`src/ufs_pkg.sv`:
```
// ----------------------------------------------------------------------------
// Union-find package
// Field widths, request codes and the memory control bundle.
// ----------------------------------------------------------------------------
`timescale 1ns / 1ps
`default_nettype none

package ufs_pkg;

  // Field widths
  localparam int unsigned NODE_W = 10;
  localparam int unsigned SIZE_W = 11;
  localparam int unsigned REQ_W  = 2;

  // Default forest depth
  localparam int unsigned MAX_NODES_DEF = 1024;

  // Reset value of the highest-node register
  localparam logic [NODE_W-1:0] HIGHEST_RST = 10'd1023;

  // Size of a singleton set
  localparam logic [SIZE_W-1:0] SIZE_ONE = 11'd1;

  // Request codes (the unused code behaves as a query)
  localparam logic [REQ_W-1:0] REQ_QUERY = 2'd0;
  localparam logic [REQ_W-1:0] REQ_UNION = 2'd1;
  localparam logic [REQ_W-1:0] REQ_CLEAR = 2'd2;

  // Write enables from the sequencer to the store
  typedef struct packed {
    logic p_we;
    logic s_we;
  } ufs_mem_ctl_t;

endpackage

`default_nettype wire

```
`src/ufs_seq.sv`:
```
// ----------------------------------------------------------------------------
// Union-find sequencer
// Walks parent chains, compresses paths and links roots, one memory access
// per port per cycle, with one shared compare/add unit.
// ----------------------------------------------------------------------------
`timescale 1ns / 1ps
`default_nettype none

module ufs_seq #(
  parameter int unsigned MAX_NODES = ufs_pkg::MAX_NODES_DEF
) (
  input  wire logic                         clk_i,
  input  wire logic                         rst_ni,
  input  wire logic [ufs_pkg::NODE_W-1:0]   highest_i,
  input  wire logic                         start_i,
  output logic                              busy_o,
  input  wire logic [ufs_pkg::REQ_W-1:0]    req_type_i,
  input  wire logic [ufs_pkg::NODE_W-1:0]   node_a_i,
  input  wire logic [ufs_pkg::NODE_W-1:0]   node_b_i,
  output logic                              done_o,
  output logic      [ufs_pkg::NODE_W-1:0]   root_a_o,
  output logic      [ufs_pkg::NODE_W-1:0]   root_b_o,
  output logic                              same_set_o,
  output logic                              merged_o,
  output logic      [ufs_pkg::SIZE_W-1:0]   set_size_o,
  output logic                              error_o,
  output ufs_pkg::ufs_mem_ctl_t             mem_ctl_o,
  output logic      [$clog2(MAX_NODES)-1:0] p_waddr_o,
  output logic      [$clog2(MAX_NODES)-1:0] p_wdata_o,
  output logic      [$clog2(MAX_NODES)-1:0] p_raddr_o,
  input  wire logic [$clog2(MAX_NODES)-1:0] p_rdata_i,
  output logic      [$clog2(MAX_NODES)-1:0] s_waddr_o,
  output logic      [ufs_pkg::SIZE_W-1:0]   s_wdata_o,
  output logic      [$clog2(MAX_NODES)-1:0] s_raddr_o,
  input  wire logic [ufs_pkg::SIZE_W-1:0]   s_rdata_i
);

  localparam int unsigned   AW       = $clog2(MAX_NODES);
  localparam int unsigned   SW       = ufs_pkg::SIZE_W;
  localparam logic [AW-1:0] LAST_IDX = AW'(MAX_NODES - 1);

  typedef enum logic [7:0] {
    S_INIT    = 8'b0000_0001,
    S_IDLE    = 8'b0000_0010,
    S_FA_WALK = 8'b0000_0100,
    S_FA_COMP = 8'b0000_1000,
    S_FB_WALK = 8'b0001_0000,
    S_FB_COMP = 8'b0010_0000,
    S_SZ_A    = 8'b0100_0000,
    S_SZ_B    = 8'b1000_0000
  } state_e;

  state_e  state_q, state_d;
  logic [AW-1:0] cnt_q, cnt_d;
  logic          clr_q, clr_d;
  logic          done_q, done_d;

  logic          union_q, union_d;
  logic [AW-1:0] a_q, a_d;
  logic [AW-1:0] b_q, b_d;
  logic [AW-1:0] r_q, r_d;
  logic [AW-1:0] cur_q, cur_d;
  logic [AW-1:0] ra_q, ra_d;
  logic [SW-1:0] sa_q, sa_d;

  logic [ufs_pkg::NODE_W-1:0] root_a_q, root_a_d;
  logic [ufs_pkg::NODE_W-1:0] root_b_q, root_b_d;
  logic                       same_q, same_d;
  logic                       merged_q, merged_d;
  logic [SW-1:0]              size_q, size_d;
  logic                       err_q, err_d;

  logic          bad_idx;
  logic [AW-1:0] a_addr;
  logic [AW-1:0] b_addr;
  logic          at_root;
  logic          path_end;
  logic [SW:0]   sum_full;
  logic [SW-1:0] sum_sat;
  logic          a_smaller;
  logic          roots_eq;

  // Index range check and address conversion
  assign bad_idx = (node_a_i > highest_i) || (node_b_i > highest_i) ||
                   (32'(node_a_i) >= MAX_NODES) || (32'(node_b_i) >= MAX_NODES);
  assign a_addr  = AW'(node_a_i);
  assign b_addr  = AW'(node_b_i);

  // Shared compare/add unit
  assign at_root   = (p_rdata_i == r_q);
  assign path_end  = (cur_q == r_q);
  assign roots_eq  = (ra_q == r_q);
  assign sum_full  = {1'b0, sa_q} + {1'b0, s_rdata_i};
  assign sum_sat   = sum_full[SW] ? {SW{1'b1}} : sum_full[SW-1:0];
  assign a_smaller = (sa_q < s_rdata_i);

  // Sequencer
  always_comb begin
    state_d  = state_q;
    cnt_d    = cnt_q;
    clr_d    = clr_q;
    done_d   = 1'b0;
    union_d  = union_q;
    a_d      = a_q;
    b_d      = b_q;
    r_d      = r_q;
    cur_d    = cur_q;
    ra_d     = ra_q;
    sa_d     = sa_q;
    root_a_d = root_a_q;
    root_b_d = root_b_q;
    same_d   = same_q;
    merged_d = merged_q;
    size_d   = size_q;
    err_d    = err_q;

    mem_ctl_o = '0;
    p_waddr_o = cur_q;
    p_wdata_o = r_q;
    p_raddr_o = r_q;
    s_waddr_o = ra_q;
    s_wdata_o = sum_sat;
    s_raddr_o = ra_q;

    case (state_q)
      // Clearing pass: every node its own root with size one
      S_INIT: begin
        mem_ctl_o.p_we = 1'b1;
        mem_ctl_o.s_we = 1'b1;
        p_waddr_o      = cnt_q;
        p_wdata_o      = cnt_q;
        s_waddr_o      = cnt_q;
        s_wdata_o      = ufs_pkg::SIZE_ONE;
        if (cnt_q == LAST_IDX) begin
          state_d = S_IDLE;
          if (clr_q) begin
            clr_d    = 1'b0;
            done_d   = 1'b1;
            root_a_d = '0;
            root_b_d = '0;
            same_d   = 1'b0;
            merged_d = 1'b0;
            size_d   = ufs_pkg::SIZE_ONE;
            err_d    = 1'b0;
          end
        end else begin
          cnt_d = cnt_q + AW'(1);
        end
      end

      // Wait for a request; start the walk from node_a
      S_IDLE: begin
        p_raddr_o = a_addr;
        if (start_i) begin
          if (req_type_i == ufs_pkg::REQ_CLEAR) begin
            state_d = S_INIT;
            cnt_d   = '0;
            clr_d   = 1'b1;
          end else if (bad_idx) begin
            done_d   = 1'b1;
            root_a_d = '0;
            root_b_d = '0;
            same_d   = 1'b0;
            merged_d = 1'b0;
            size_d   = '0;
            err_d    = 1'b1;
          end else begin
            union_d = (req_type_i == ufs_pkg::REQ_UNION);
            a_d     = a_addr;
            b_d     = b_addr;
            r_d     = a_addr;
            state_d = S_FA_WALK;
          end
        end
      end

      // Follow parents of node_a to the root
      S_FA_WALK: begin
        if (at_root) begin
          cur_d     = a_q;
          p_raddr_o = a_q;
          state_d   = S_FA_COMP;
        end else begin
          r_d       = p_rdata_i;
          p_raddr_o = p_rdata_i;
        end
      end

      // Point every node on node_a's path at its root
      S_FA_COMP: begin
        if (path_end) begin
          ra_d      = r_q;
          r_d       = b_q;
          p_raddr_o = b_q;
          state_d   = S_FB_WALK;
        end else begin
          mem_ctl_o.p_we = 1'b1;
          cur_d          = p_rdata_i;
          p_raddr_o      = p_rdata_i;
        end
      end

      // Follow parents of node_b to the root
      S_FB_WALK: begin
        if (at_root) begin
          cur_d     = b_q;
          p_raddr_o = b_q;
          state_d   = S_FB_COMP;
        end else begin
          r_d       = p_rdata_i;
          p_raddr_o = p_rdata_i;
        end
      end

      // Compress node_b's path, then fetch the size of root a
      S_FB_COMP: begin
        if (path_end) begin
          s_raddr_o = ra_q;
          state_d   = S_SZ_A;
        end else begin
          mem_ctl_o.p_we = 1'b1;
          cur_d          = p_rdata_i;
          p_raddr_o      = p_rdata_i;
        end
      end

      // Size of root a available; finish or fetch size of root b
      S_SZ_A: begin
        root_a_d = ufs_pkg::NODE_W'(ra_q);
        root_b_d = ufs_pkg::NODE_W'(r_q);
        same_d   = roots_eq;
        err_d    = 1'b0;
        if (union_q && !roots_eq) begin
          sa_d      = s_rdata_i;
          s_raddr_o = r_q;
          state_d   = S_SZ_B;
        end else begin
          merged_d = 1'b0;
          size_d   = s_rdata_i;
          done_d   = 1'b1;
          state_d  = S_IDLE;
        end
      end

      // Link the smaller root under the larger; ties keep root a
      S_SZ_B: begin
        mem_ctl_o.p_we = 1'b1;
        mem_ctl_o.s_we = 1'b1;
        s_wdata_o      = sum_sat;
        if (a_smaller) begin
          p_waddr_o = ra_q;
          p_wdata_o = r_q;
          s_waddr_o = r_q;
        end else begin
          p_waddr_o = r_q;
          p_wdata_o = ra_q;
          s_waddr_o = ra_q;
        end
        merged_d = 1'b1;
        size_d   = sum_sat;
        done_d   = 1'b1;
        state_d  = S_IDLE;
      end

      default: begin
        state_d = S_IDLE;
      end
    endcase
  end

  // Control registers
  always_ff @(posedge clk_i or negedge rst_ni) begin
    if (!rst_ni) begin
      state_q <= S_INIT;
      cnt_q   <= '0;
      clr_q   <= 1'b0;
      done_q  <= 1'b0;
    end else begin
      state_q <= state_d;
      cnt_q   <= cnt_d;
      clr_q   <= clr_d;
      done_q  <= done_d;
    end
  end

  // Working and result registers
  always_ff @(posedge clk_i) begin
    union_q  <= union_d;
    a_q      <= a_d;
    b_q      <= b_d;
    r_q      <= r_d;
    cur_q    <= cur_d;
    ra_q     <= ra_d;
    sa_q     <= sa_d;
    root_a_q <= root_a_d;
    root_b_q <= root_b_d;
    same_q   <= same_d;
    merged_q <= merged_d;
    size_q   <= size_d;
    err_q    <= err_d;
  end

  assign busy_o     = (state_q != S_IDLE);
  assign done_o     = done_q;
  assign root_a_o   = root_a_q;
  assign root_b_o   = root_b_q;
  assign same_set_o = same_q;
  assign merged_o   = merged_q;
  assign set_size_o = size_q;
  assign error_o    = err_q;

endmodule

`default_nettype wire

```
`config.mk`:
```
export PLATFORM = sky130hd
export DESIGN_NAME = ufs_seq
export DESIGN_NICKNAME = d
export VERILOG_FILES = /design/src/ufs_pkg.sv /design/src/ufs_seq.sv
export SDC_FILE = /design/constraint.sdc
export NUM_CORES = 1
export LEC_CHECK = 0
export BUFFER_PORTS_ARGS = -buffer_cell sky130_fd_sc_hd__buf_2
export CORE_MARGIN = 1.5
export CORE_UTILIZATION = 55
export DETAILED_ROUTE_END_ITERATION = 10
export GPL_ROUTABILITY_DRIVEN = 0
export PLACE_DENSITY_LB_ADDON = 0.08
export SETUP_SLACK_MARGIN = 0.05
export SLEW_MARGIN = 25
export SYNTH_ARGS = -nofsm -noshare
export SYNTH_HDL_FRONTEND = slang
export SYNTH_SLANG_ARGS = --single-unit
```
`constraint.sdc`:
```
create_clock -name clk_i -period 4.4 [get_ports clk_i]
set_clock_uncertainty 0.05 [all_clocks]
set_input_delay 0.22 -clock clk_i [delete_from_list [all_inputs] [get_ports clk_i]]
set_output_delay 0.22 -clock clk_i [all_outputs]
set_load 0.005 [all_outputs]
```
; ---- After elaboration in Yosys (flattened, before gate mapping)
; Index checks and enable logic that the tools add are counted.
[op_classes]
eq_ne = 31
n_bitwise = 2
mul = 0
div_mod_pow = 0
muxes = 78
n_reduce_logical = 21
add_sub_neg = 2
magnitude_cmp = 3
shift = 0
[ops]
columns = operator, count
row1 = $mux W10, 24
row2 = $pmux W10 S3, 4
row3 = $mux W11, 8
row4 = $pmux W10 S2, 4
row5 = $mux W8, 9
row6 = $pmux W8 S7, 1
row7 = $pmux W10 S5, 1
row8 = $pmux W11 S4, 1
row9 = $eq A10 B10 Y1, 3
row10 = $ne A2 B2 Y1 const B, 15
row11 = $gt A10 B10 Y1, 2
row12 = $mux W1, 20
row13 = $reduce_and A4 Y1, 4
row14 = $reduce_and A7 Y1, 2
row15 = $add A11 B11 Y12, 1
row16 = $reduce_and A6 Y1, 2
row17 = $lt A11 B11 Y1, 1
row18 = $add A10 B1 Y10 const B, 1
row19 = $eq A10 B10 Y1 const B, 1
row20 = $reduce_bool A3 Y1, 3
row21 = $eq A8 B1 Y1 const B, 1
row22 = $eq A8 B2 Y1 const B, 1
row23 = $eq A8 B3 Y1 const B, 1
row24 = $eq A8 B4 Y1 const B, 1
row25 = other kinds (19), 26
[totals]
out_inout_bits = 99
rom_bits = 0
regBits = 116
n_memories = 0
latchBits = 0
mem_bits_rw = 0
wordCells = 154

; ---- Logic depth before layout (Yosys ltp)
; Gate-level depths: netlist of run 1.
[depth]
word_depth = 6
mapped_depth = 11
depth_no_buf = 10

; ---- Worst setup path after synthesis of run 1
; Ideal clock, no wire load.
[synth_timing]
path_kind = register to register
from = register state_q[7]
to = register err_q (netlist: error_o) (enable)
path_slack_ns = 0.644
arrival_time_ns = 3.277
path_buffers = 1
synth_period_minus_slack_ns = 3.756
stages_incl_launch_ff = 8
cell_sequence = dfrtp_1 -> or4_4 -> nor3_4 -> nand2_1 -> clkinv_1 -> buf_1 -> a211oi_1 -> nor3_1
[synth_between]
elab_chain_len = 3
word_cells_on_any_way = 10
classes_between = eq/ne: 8 / reduce/logical: 2
[synth_lines]
columns = item, line
row1 = from (decl), ufs_seq.sv:53  ; state_e state_q, state_d;
row2 = from (signal assigned), ufs_seq.sv:279  ; state_q <= state_d;
row3 = "$eq A8 B2 Y1, or another cell as far along", ufs_seq.sv:125  ; case (state_q)
row4 = $ne A2 B2 Y1 (no line) / $reduce_bool A3 Y1 (equally long branches), --
row5 = $reduce_and A6 Y1 (no line) (*), --
row6 = to (signal assigned), ufs_seq.sv:300  ; err_q <= err_d;
row7 = to (decl), ufs_seq.sv:71  ; logic err_q, err_d;
; Mark *: on every way between the ends. The rest lies on a longest branch, timed or not.
; A chain may end at the register's enable or synchronous reset.

; ---- Worst setup path in the final report of run 1
[layout_timing]
from = input s_rdata_i[1] (netlist bit)
to = output s_wdata_o[2] (netlist bit)
[layout_between]
elab_chain_len = 3
[layout_lines]
columns = item, line
row1 = from (decl), ufs_seq.sv:35  ; input wire logic [ufs_pkg::SIZE_W-1:0] s_rdata_i
row2 = $add A11 B11 Y12, ufs_seq.sv:93  ; assign sum_full = {1'b0, sa_q} + {1'b0, s_rdata_i};
row3 = $mux W11, ufs_seq.sv:94  ; assign sum_sat = sum_full[SW] ? {SW{1'b1}} : sum_full[SW-1:0];
row4 = $mux W11, ufs_seq.sv:125
row5 = to (decl), ufs_seq.sv:33  ; output logic [ufs_pkg::SIZE_W-1:0] s_wdata_o,
; Every way passes these cells.

==> flow_summary_export.csv, run 1 <==
group,metric,value,unit
status,status,"complete, no violations",
synth,synth_area_per_cell,10.1,um2
worst_setup_path,cp_common_cell,"buf_2",
synth,yosys.area_share.xor_xnor,4.57,%
timing,fin_crit,3810,ps
worst_setup_path,required,4130,ps
timing,finalSetupTns,0,ps
synth,ys_types,62,
finish,syn_to_final_growth,25.1,%
clock_tree,cts_resized,0,
global_routing,grt_pass1_wl,33.3,mm
clock_tree,post_cts_buffers,0,
route,totalWireLength,21.5,mm
synth,synth_mux_area_share,3.47,%
synth,ys_top_cells_by_count,"edfxtp_1, nand2_1, inv_1",
clock_tree,clock_latency,430,ps
worst_setup_path,worst_setup_path_start_kind,"input port",
timing,fin_crit_sh,86.7,%
synth,ys_seq_area_share,45.3,%
worst_setup_path,crit_slowest_cell,"a221oi_2",
clock_tree,clockRootBuffer,"clkbuf_16",
synth,ys_seq_elements,116,
route,antenna_left,0,
synth,synth_adder_area_share,7.47,%
synth,synth_top_family_by_area,"simple AND/OR/NAND/NOR gates",
worst_setup_path,arrival,3540,ps
floorplanning,dieArea,14300,um2
global_routing,grtUsageTotal,30.2,%
global_routing,grt_pass1_vias,6559,
global_routing,grt_remaining_overflow,0,
route,drt_iter0_drc,672,
synth,yosys.area.top_type,"edfxtp_1",
route,viasPerCell,6.08,
timing,setup_slack,586,ps
finish,n_antenna_cell,0,
clock_tree,path_clk_slew,50,ps
worst_setup_path,cp_max_fo,10,
floorplanning,rows,42,
clock_tree,htreeDepth,4,
synth,syn_area,7470,um2
global_routing,grt_max_degree,27,
floorplanning,die_h,120,um
worst_setup_path,cp-end-kind,"output pin",
global_routing,antenna_found_initial,0,
min_path,hp-class,"input port to flop",
route,vias,6738,
worst_setup_path,max_stage_delay,800,ps
timing,worstMarginPinSlew,849,ps
synth,syn_inst,743,
synth,netlist_top_cells_area,"edfxtp_1, ha_1, dfrtp_1",
synth,synthArstFlopShare,17.2,%
pwr,powerDensity,510,nW/um2
synth,yosysWarningCount,0,
floorplanning,ios,155,
timing,hold_viol,0,
synth,synth_ff_type,"edfxtp_1",
clock_tree,clock_sinks,116,
flow_run,drv_cap,0,
pwr,leakagePower,4.09,nW
floorplanning,core,13200,um2
placement,port_buffers,154,
synth,synth_top_area_share,38.6,%
route,wl_per_cell,19.4,um
route,dr.pass1.iters,8,
synth,synth_edf_count,96,
placement,dpl.hpwl,15.7,mm
timing,maxSlewHeadroom,43.4,%
clock_tree,cts_tree,"yes",
pwr,ir_drop,0.278,mV
synth,synth_most_common_cell,"edfxtp_1",
placement,dp_slack,889,ps
timing,slew_violations,0,
clock_tree,clk_path_buf_depth,2,
timing,rsz0062_at_grt,"false",
timing,setup_viol,0,
floorplanning,start_util,56.4,%
synth,synth_fp_nets,843,
synth,synth-compound-area-share,16.9,%
clock_tree,holdBufCountCts,30,
worst_setup_path,worstPathCellList,"dlygate4sd3_1 > buf_2 > inv_1 > ha_1 > nor2b_1 > o311ai_1 > a31oi_1 > a221oi_2 > buf_4 > and2_1 > nor2_1 > buf_2",
floorplanning,dieWidth,120,um
route,drc_errors,0,
worst_setup_path,critical_path_class,"input port to output pin",
finish,final_layout_size_suffix_gt1_share,23.5,%
finish,fin_nets,1020,
timing,max_freq,262,MHz
clock_tree,cts_buffers,17,
synth,yosys.area_share.simple,17.8,%
-- cell usage in the layout (no fill, tap or decap), types with 13 or more instances in the layout --
master	netlist	layout
nand3_1	23	23
edfxtp_1	96	96
nand2_1	85	85
and2_1	29	29
nor3_1	18	17
nor2_1	30	30
clkbuf_16	0	17
a22oi_1	20	20
ha_1	43	43
and3_1	13	13
a21oi_1	37	37
a221o_1	20	20
inv_1	45	45
nand2b_1	15	15
buf_2	4	154
dfrtp_1	19	19
xnor2_1	27	27
nand4_1	13	13
o21ai_0	37	37
dlygate4sd3_1	0	30
-- logic make-up after synthesis --
kind of cell               count (synthesis)
adders and majority gates                 44
muxes                                     22
AOI/OAI and AO/OA                        180
DFF                                      116
xor gates and xnor gates                  39
buffers and inverters                     84
and+or+nand+nor                          258
-- sequential cells by signal (all words and copies together) (netlist names) --
register and flops:
merged_o 1, ra_q 10, cnt_q 10, same_set_o 1, a_q 10, error_o 1, done_o 1, state_q 8
union_q 1, sa_q 11, b_q 10, r_q 10, root_a_o 10, set_size_o 11, root_b_o 10, cur_q 10
clr_q 1
-- critical path, delay by kind of cell --
kind | cells | cell delay [ps]
AO/OA/AOI/OAI | 3 | 1580
AND/OR/NAND/NOR | 3 | 260
buffers and inverters | 5 | 1180
adder cells (fa/ha/maj) | 1 | 300
-- power breakdown --
part	switching [mW]	total [mW]	internal, mW
Sequential	0.215	1.70	1.49
Combinational	0.889	1.55	0.666
Clock	0.502	1.50	0.999
Total	1.61	4.76	3.15
-- cell type report --
cell class / count / area, um2
Fill cell: 1034 / 3910
Timing Repair Buffer: 196 / 1160
Multi-Input combinational cell: 543 / 3760
Inverter: 46 / 173
Clock buffer: 18 / 429
Clock inverter: 14 / 210
Tap cell: 176 / 220
Sequential cell: 116 / 3380
-- path summary, 6_finish.rpt --
kind                         startpoint            to  slack (ps)  cells after the start
min reg2reg                    cnt_q[8]      cnt_q[8]         480                      1
max                        s_rdata_i[1]  s_wdata_o[2]         590                     12
max in group asynchronous        rst_ni    state_q[0]        3720                      2
min in group asynchronous        rst_ni    state_q[1]         240                      2
max reg2reg                  state_q[7]      merged_o         800                      7
min                         node_a_i[2]        a_q[2]          10                      1
-- stage by stage --
stage	hold WS [ps]	utilization (%)	power, mW	area [um2]	instances
global placement	141	63.4	3.17	8400	1047
floorplan	-126	-	2.61	7470	743
detailed placement	151	63.4	3.22	8400	1047
finish	10.3	70.5	4.76	9340	1109
CTS	0.0813	70.5	4.75	9340	1109
global route	10.8	70.5	4.97	9340	1109
-- layer usage --
metal,wire length (um),share of wire (%),vias to the layer above,global-route usage [%]
li1,-,-,3119,-
met1,8800,41,3190,36.9
met3,1550,7.2,65,5.47
met4,673,3.1,0,15.1
met5,0,0,-,0
met2,10500,49,364,51.4
No activity file was read; power rests on OpenSTA's default activity.
==> inputs of run 2 (changes only) <==
- CELL_PAD_IN_SITES_DETAIL_PLACEMENT: unset -> 1
- CELL_PAD_IN_SITES_GLOBAL_PLACEMENT: unset -> 1
- CORE_UTILIZATION: 55 -> 43
==> run 2 against run 1 <==
Effect of this change:
- sequential cell count stayed put
- register-to-register slack worse by 120 ps
- clock power is 9% lower
- fmax is 3.7% lower
- hold slack hardly changed
- final cell count is 4.4% higher
- largest power group unchanged
- clock-buffer cell count is 2 higher
- global-route usage is 3.8 points lower
- utilization is 16 points lower
- cell area stayed put
- sequential share of layout area stayed put
- highest routed layer unchanged
==> flow_summary_export.csv, run 2 (same netlist as run 1, synthesis figures left out) <==
group,metric,value,unit
floorplanning,ios,155,
placement,dpl.hpwl,18.1,mm
route,vias,6691,
route,drc_errors,0,
worst_setup_path,regToRegSetupSlack,680,ps
finish,final_cell_mix,"buf_2, edfxtp_1, nand2_1",
route,totalWireLength,23.6,mm
clock_tree,clockRootBuffer,"clkbuf_16",
pwr,switching_share,34.8,%
global_routing,grt_pass1_wl,36.6,mm
worst_setup_path,regToRegEndpoint,"set_size_o[5]",
pwr,ir_drop,0.292,mV
global_routing,antenna_found_initial,0,
clock_tree,path_clk_slew,50,ps
clock_tree,clock_latency,420,ps
min_path,hp-class,"input port to flop",
pwr,sequentialPowerShare,36.3,%
timing,fin_crit_sh,90.0,%
timing,slew_violations,0,
timing,worstMarginPinSlew,960,ps
pwr,p_sw,1.62,mW
timing,setup_viol,0,
worst_setup_path,ff2ff_path_depth,7,
min_path,holdPathStages,1,
timing,rsz0062_at_grt,"false",
pwr,combPwrFrac,34.3,%
placement,dp_slack,738,ps
finish,final_layout_size_suffix_gt1_share,23.4,%
min_path,hold_end,"a_q[2]",
worst_setup_path,critical_path_class,"flop to output pin",
floorplanning,dieWidth,135,um
finish,syn_to_final_growth,25.1,%
placement,port_buffers,154,
route,drt_iter0_drc,448,
clock_tree,cts_resized,0,
timing,finalSetupTns,0,ps
pwr,p_int,3.04,mW
global_routing,grtUsageTotal,26.3,%
worst_setup_path,cp-end-kind,"output pin",
clock_tree,htreeDepth,4,
pwr,leakagePower,4.06,nW
timing,max_freq,253,MHz
route,antenna_left,0,
route,viasPerCell,5.78,
clock_tree,cts_tree,"yes",
worst_setup_path,rr_startpoint,"state_q[7]",
clock_tree,clk_path_buf_depth,2,
worst_setup_path,worst_setup_path_start_kind,"flop",
floorplanning,dieArea,18200,um2
floorplanning,die_h,135,um
route,wl_per_cell,20.4,um
status,status,"complete, no violations",
timing,setup_slack,440,ps
worst_setup_path,required,4130,ps
worst_setup_path,arrival,3690,ps
route,dr.pass1.iters,6,
pwr,powerDensity,499,nW/um2
finish,layout_commonest_cell,"buf_2",
timing,fin_crit,3960,ps
finish,fin_nets,1020,
floorplanning,rows,48,
global_routing,grt_max_degree,27,
timing,hold_viol,0,
global_routing,grt_remaining_overflow,0,
pwr,clockPowerShare,29.4,%
worst_setup_path,cp_max_fo,15,
clock_tree,cts_buffers,17,
timing,maxSlewHeadroom,35.5,%
flow_run,drv_cap,0,
finish,n_antenna_cell,0,
finish,fill_cells,1944,
floorplanning,start_util,43.6,%
min_path,worstHoldStart,"node_a_i[2]",
floorplanning,core,17100,um2
global_routing,grt_pass1_vias,6966,
clock_tree,clock_sinks,116,
## run 2: layer usage
metal  up-vias  track usage [%]  share of wire [%]  wire length [um]
met3        61             5.18                4.8              1140
met2       243             45.0                 49             11600
met5         -                0                  0                 0
li1       3109                -                  -                 -
met4         0             13.6                3.5               818
met1      3278             31.6                 42             10000
## run 2: power by group through the flow
stage | Clock (mW) | Combinational, mW | Sequential [mW]
final | 1.37 | 1.60 | 1.69
after global routing | 1.42 | 1.75 | 1.72
after CTS | 1.38 | 1.60 | 1.69
after detailed placement | 0 | 1.57 | 1.71
after global placement | 0 | 1.52 | 1.70
after floorplan | 0 | 0.999 | 1.61
## run 2: worst max-delay path by stage
stage                          start       endpoint  slack (ps)  cells past startpoint
after detailed placement  state_q[7]  set_size_o[9]         740                      7
after global placement    state_q[7]  set_size_o[9]         930                      7
after global routing      state_q[7]   p_raddr_o[7]         250                      8
final                     state_q[7]   p_raddr_o[7]         440                      8
after floorplan           state_q[7]        error_o         640                      7
after CTS                 state_q[7]   p_raddr_o[7]         530                      8
## run 2: cell type report
type	instances	area (um2)	area share [%]
Multi-Input combinational cell	543	3770	40.3
Inverter	46	173	1.85
Clock inverter	12	138	1.47
Timing Repair Buffer	196	1160	12.4
Clock buffer	20	437	4.68
Sequential cell	116	3380	36.2
Tap cell	225	282	3.01
## run 2: per-stage QoR
stage	hold slack (ps)	power (mW)	utilization, %	area (um2)	instances
2_1_floorplan	-126	2.61	-	7470	743
3_3_place_gp	151	3.23	49.5	8470	1097
3_5_place_dp	156	3.28	49.5	8470	1097
4_1_cts	3.38	4.68	54.6	9340	1158
5_1_grt	10.4	4.89	54.6	9340	1158
6_report	10.3	4.66	54.6	9340	1158
## run 2: critical path, stage by stage, from the launching register on
cell	delay, ps
dfrtp_1	440
or4_4	580
nor3_4	460
nand2_1	400
and3_1	260
a31oi_1	670
nand2b_1	210
nand3_1	90
buf_2	150
## run 2: timing repair
action,CTS,global route
endpoints found under the hold margin,47,0
hold buffers,29,0
buffers inserted,0,0
==> inputs of run 3 (changes only) <==
- CORE_UTILIZATION: 43 -> 46
- clock period: 4.4 -> 4.6 ns (I/O delays scaled with it)
==> run 3 against run 2 <==
Effect of this change:
- sequential power down 4%
- sequential share of layout area up 0.33 points
- combinational power down 4%
- largest power group unchanged
- non-clock buffer count down 8
- global-route usage up 3.9 points
- critical path depth up 5
- critical endpoint is now p_wdata_o[8]
- utilization up 3.7 points
- clock power down 4%
- largest cell class unchanged
- via count up 2.2%
==> flow_summary_export.csv, run 3 (same netlist as run 1, synthesis figures left out) <==
group,metric,value,unit
global_routing,grtUsageTotal,30.2,%
worst_setup_path,regToRegEndpoint,"set_size_o[9]",
finish,final_layout_size_suffix_gt1_share,23.1,%
clock_tree,clk_path_buf_depth,2,
floorplanning,core,15900,um2
finish,fill_cells,1820,
worst_setup_path,rr_startpoint,"state_q[7]",
clock_tree,htreeDepth,4,
route,vias,6838,
route,totalWireLength,25.1,mm
worst_setup_path,required,4320,ps
timing,slew_violations,0,
route,antenna_left,0,
clock_tree,clock_sinks,116,
floorplanning,dieWidth,130,um
placement,dpl.hpwl,18.7,mm
global_routing,grt_pass1_vias,7090,
worst_setup_path,regToRegSetupSlack,1010,ps
clock_tree,clock_latency,430,ps
finish,layout_commonest_cell,"buf_2",
clock_tree,post_cts_buffers,0,
clock_tree,cts_resized,0,
finish,final_cell_mix,"buf_2, edfxtp_1, nand2_1",
floorplanning,die_h,130,um
route,drc_errors,0,
worst_setup_path,cp-end-kind,"output pin",
timing,fin_crit,3970,ps
global_routing,grt_remaining_overflow,0,
route,dr.pass1.iters,7,
floorplanning,start_util,47.0,%
placement,port_buffers,154,
finish,n_antenna_cell,0,
route,wl_met2,12.6,mm
global_routing,grt_max_degree,26,
worst_setup_path,ff2ff_path_depth,7,
route,wl_met3,1.52,mm
global_routing,antenna_found_initial,0,
finish,fin_nets,1012,
timing,fin_crit_sh,86.3,%
worst_setup_path,cp_max_fo,11,
min_path,hp-class,"input port to flop",
route,top_layer,"met4",
timing,rsz0062_at_grt,"false",
floorplanning,dieArea,17000,um2
min_path,hold_end,"a_q[3]",
timing,maxSlewHeadroom,36.5,%
min_path,holdPathStages,1,
timing,max_freq,252,MHz
flow_run,drv_cap,0,
global_routing,grt_pass1_wl,38.6,mm
finish,syn_to_final_growth,23.9,%
clock_tree,clockRootBuffer,"clkbuf_16",
timing,setup_slack,630,ps
worst_setup_path,critical_path_class,"input port to output pin",
pwr,powerDensity,484,nW/um2
clock_tree,holdBufCountCts,24,
placement,dp_slack,1070,ps
placement,place_area,8440,um2
status,status,"complete, no violations",
timing,finalSetupTns,0,ps
timing,hold_viol,0,
worst_setup_path,worst_setup_path_start_kind,"input port",
route,m1WireLength,10.3,mm
timing,worstMarginPinSlew,952,ps
worst_setup_path,arrival,3690,ps
floorplanning,rows,46,
route,drt_iter0_drc,748,
pwr,ir_drop,0.300,mV
clock_tree,cts_tree,"yes",
route,viasPerCell,5.99,
pwr,leakagePower,4.02,nW
finish,design_area,9250,um2
clock_tree,cts_buffers,17,
clock_tree,path_clk_slew,50,ps
timing,setup_viol,0,
floorplanning,ios,155,
route,wl_per_cell,22.0,um
min_path,worstHoldStart,"node_a_i[3]",
## run 3: area by class of cell
type | instances | area, um2 | share of cell area, %
multi-input combinational | 543 | 3770 | 40.7
sequential | 116 | 3380 | 36.6
timing repair buffer | 188 | 1090 | 11.7
clock buffer | 20 | 437 | 4.72
tap | 216 | 270 | 2.92
inverter | 46 | 173 | 1.87
clock inverter | 12 | 138 | 1.49
## run 3: how the worst max path moves through the flow
stage	start	endpoint	slack [ps]
finish	s_rdata_i[1]	p_wdata_o[8]	630
global route	s_rdata_i[1]	p_wdata_o[8]	390
CTS	s_rdata_i[6]	p_wdata_o[8]	660
detailed placement	state_q[7]	set_size_o[9]	1070
global placement	state_q[7]	set_size_o[9]	1250
floorplan	state_q[7]	error_o	840
## run 3: routing by layer
metal / global-route usage (%) / up-vias
met3: 5.82 / 54
li1: - / 3096
met4: 12.4 / 0
met2: 52.8 / 303
met5: 0 / -
met1: 36.8 / 3385
## run 3: metrics by stage
stage / cells / hold slack [ps] / total power [mW] / util [%]
finish: 1141 / 8.02 / 4.48 / 58.3
floorplan: 743 / -116 / 2.49 / -
CTS: 1141 / 1.67 / 4.48 / 58.3
global placement: 1085 / 156 / 3.06 / 53.1
global route: 1141 / 2.65 / 4.70 / 58.3
detailed placement: 1085 / 168 / 3.13 / 53.1
## run 3: report_power, final
part | switching, mW | leakage, nW | total [mW] | internal (mW)
Sequential | 0.204 | 1.16 | 1.63 | 1.43
Combinational | 0.895 | 2.59 | 1.53 | 0.633
Clock | 0.483 | 0.280 | 1.32 | 0.841
Total | 1.58 | 4.02 | 4.48 | 2.90
## run 3: critical path, cell delays in order
cell and delay (ps):
dlygate4sd3_1 520, buf_2 130, inv_1 80, ha_1 300, nor2b_1 130, o21ai_0 100, a2111oi_0 830, o211ai_1 270
a21oi_1 190, buf_4 200, nor2_1 180, a221o_1 390, buf_2 140
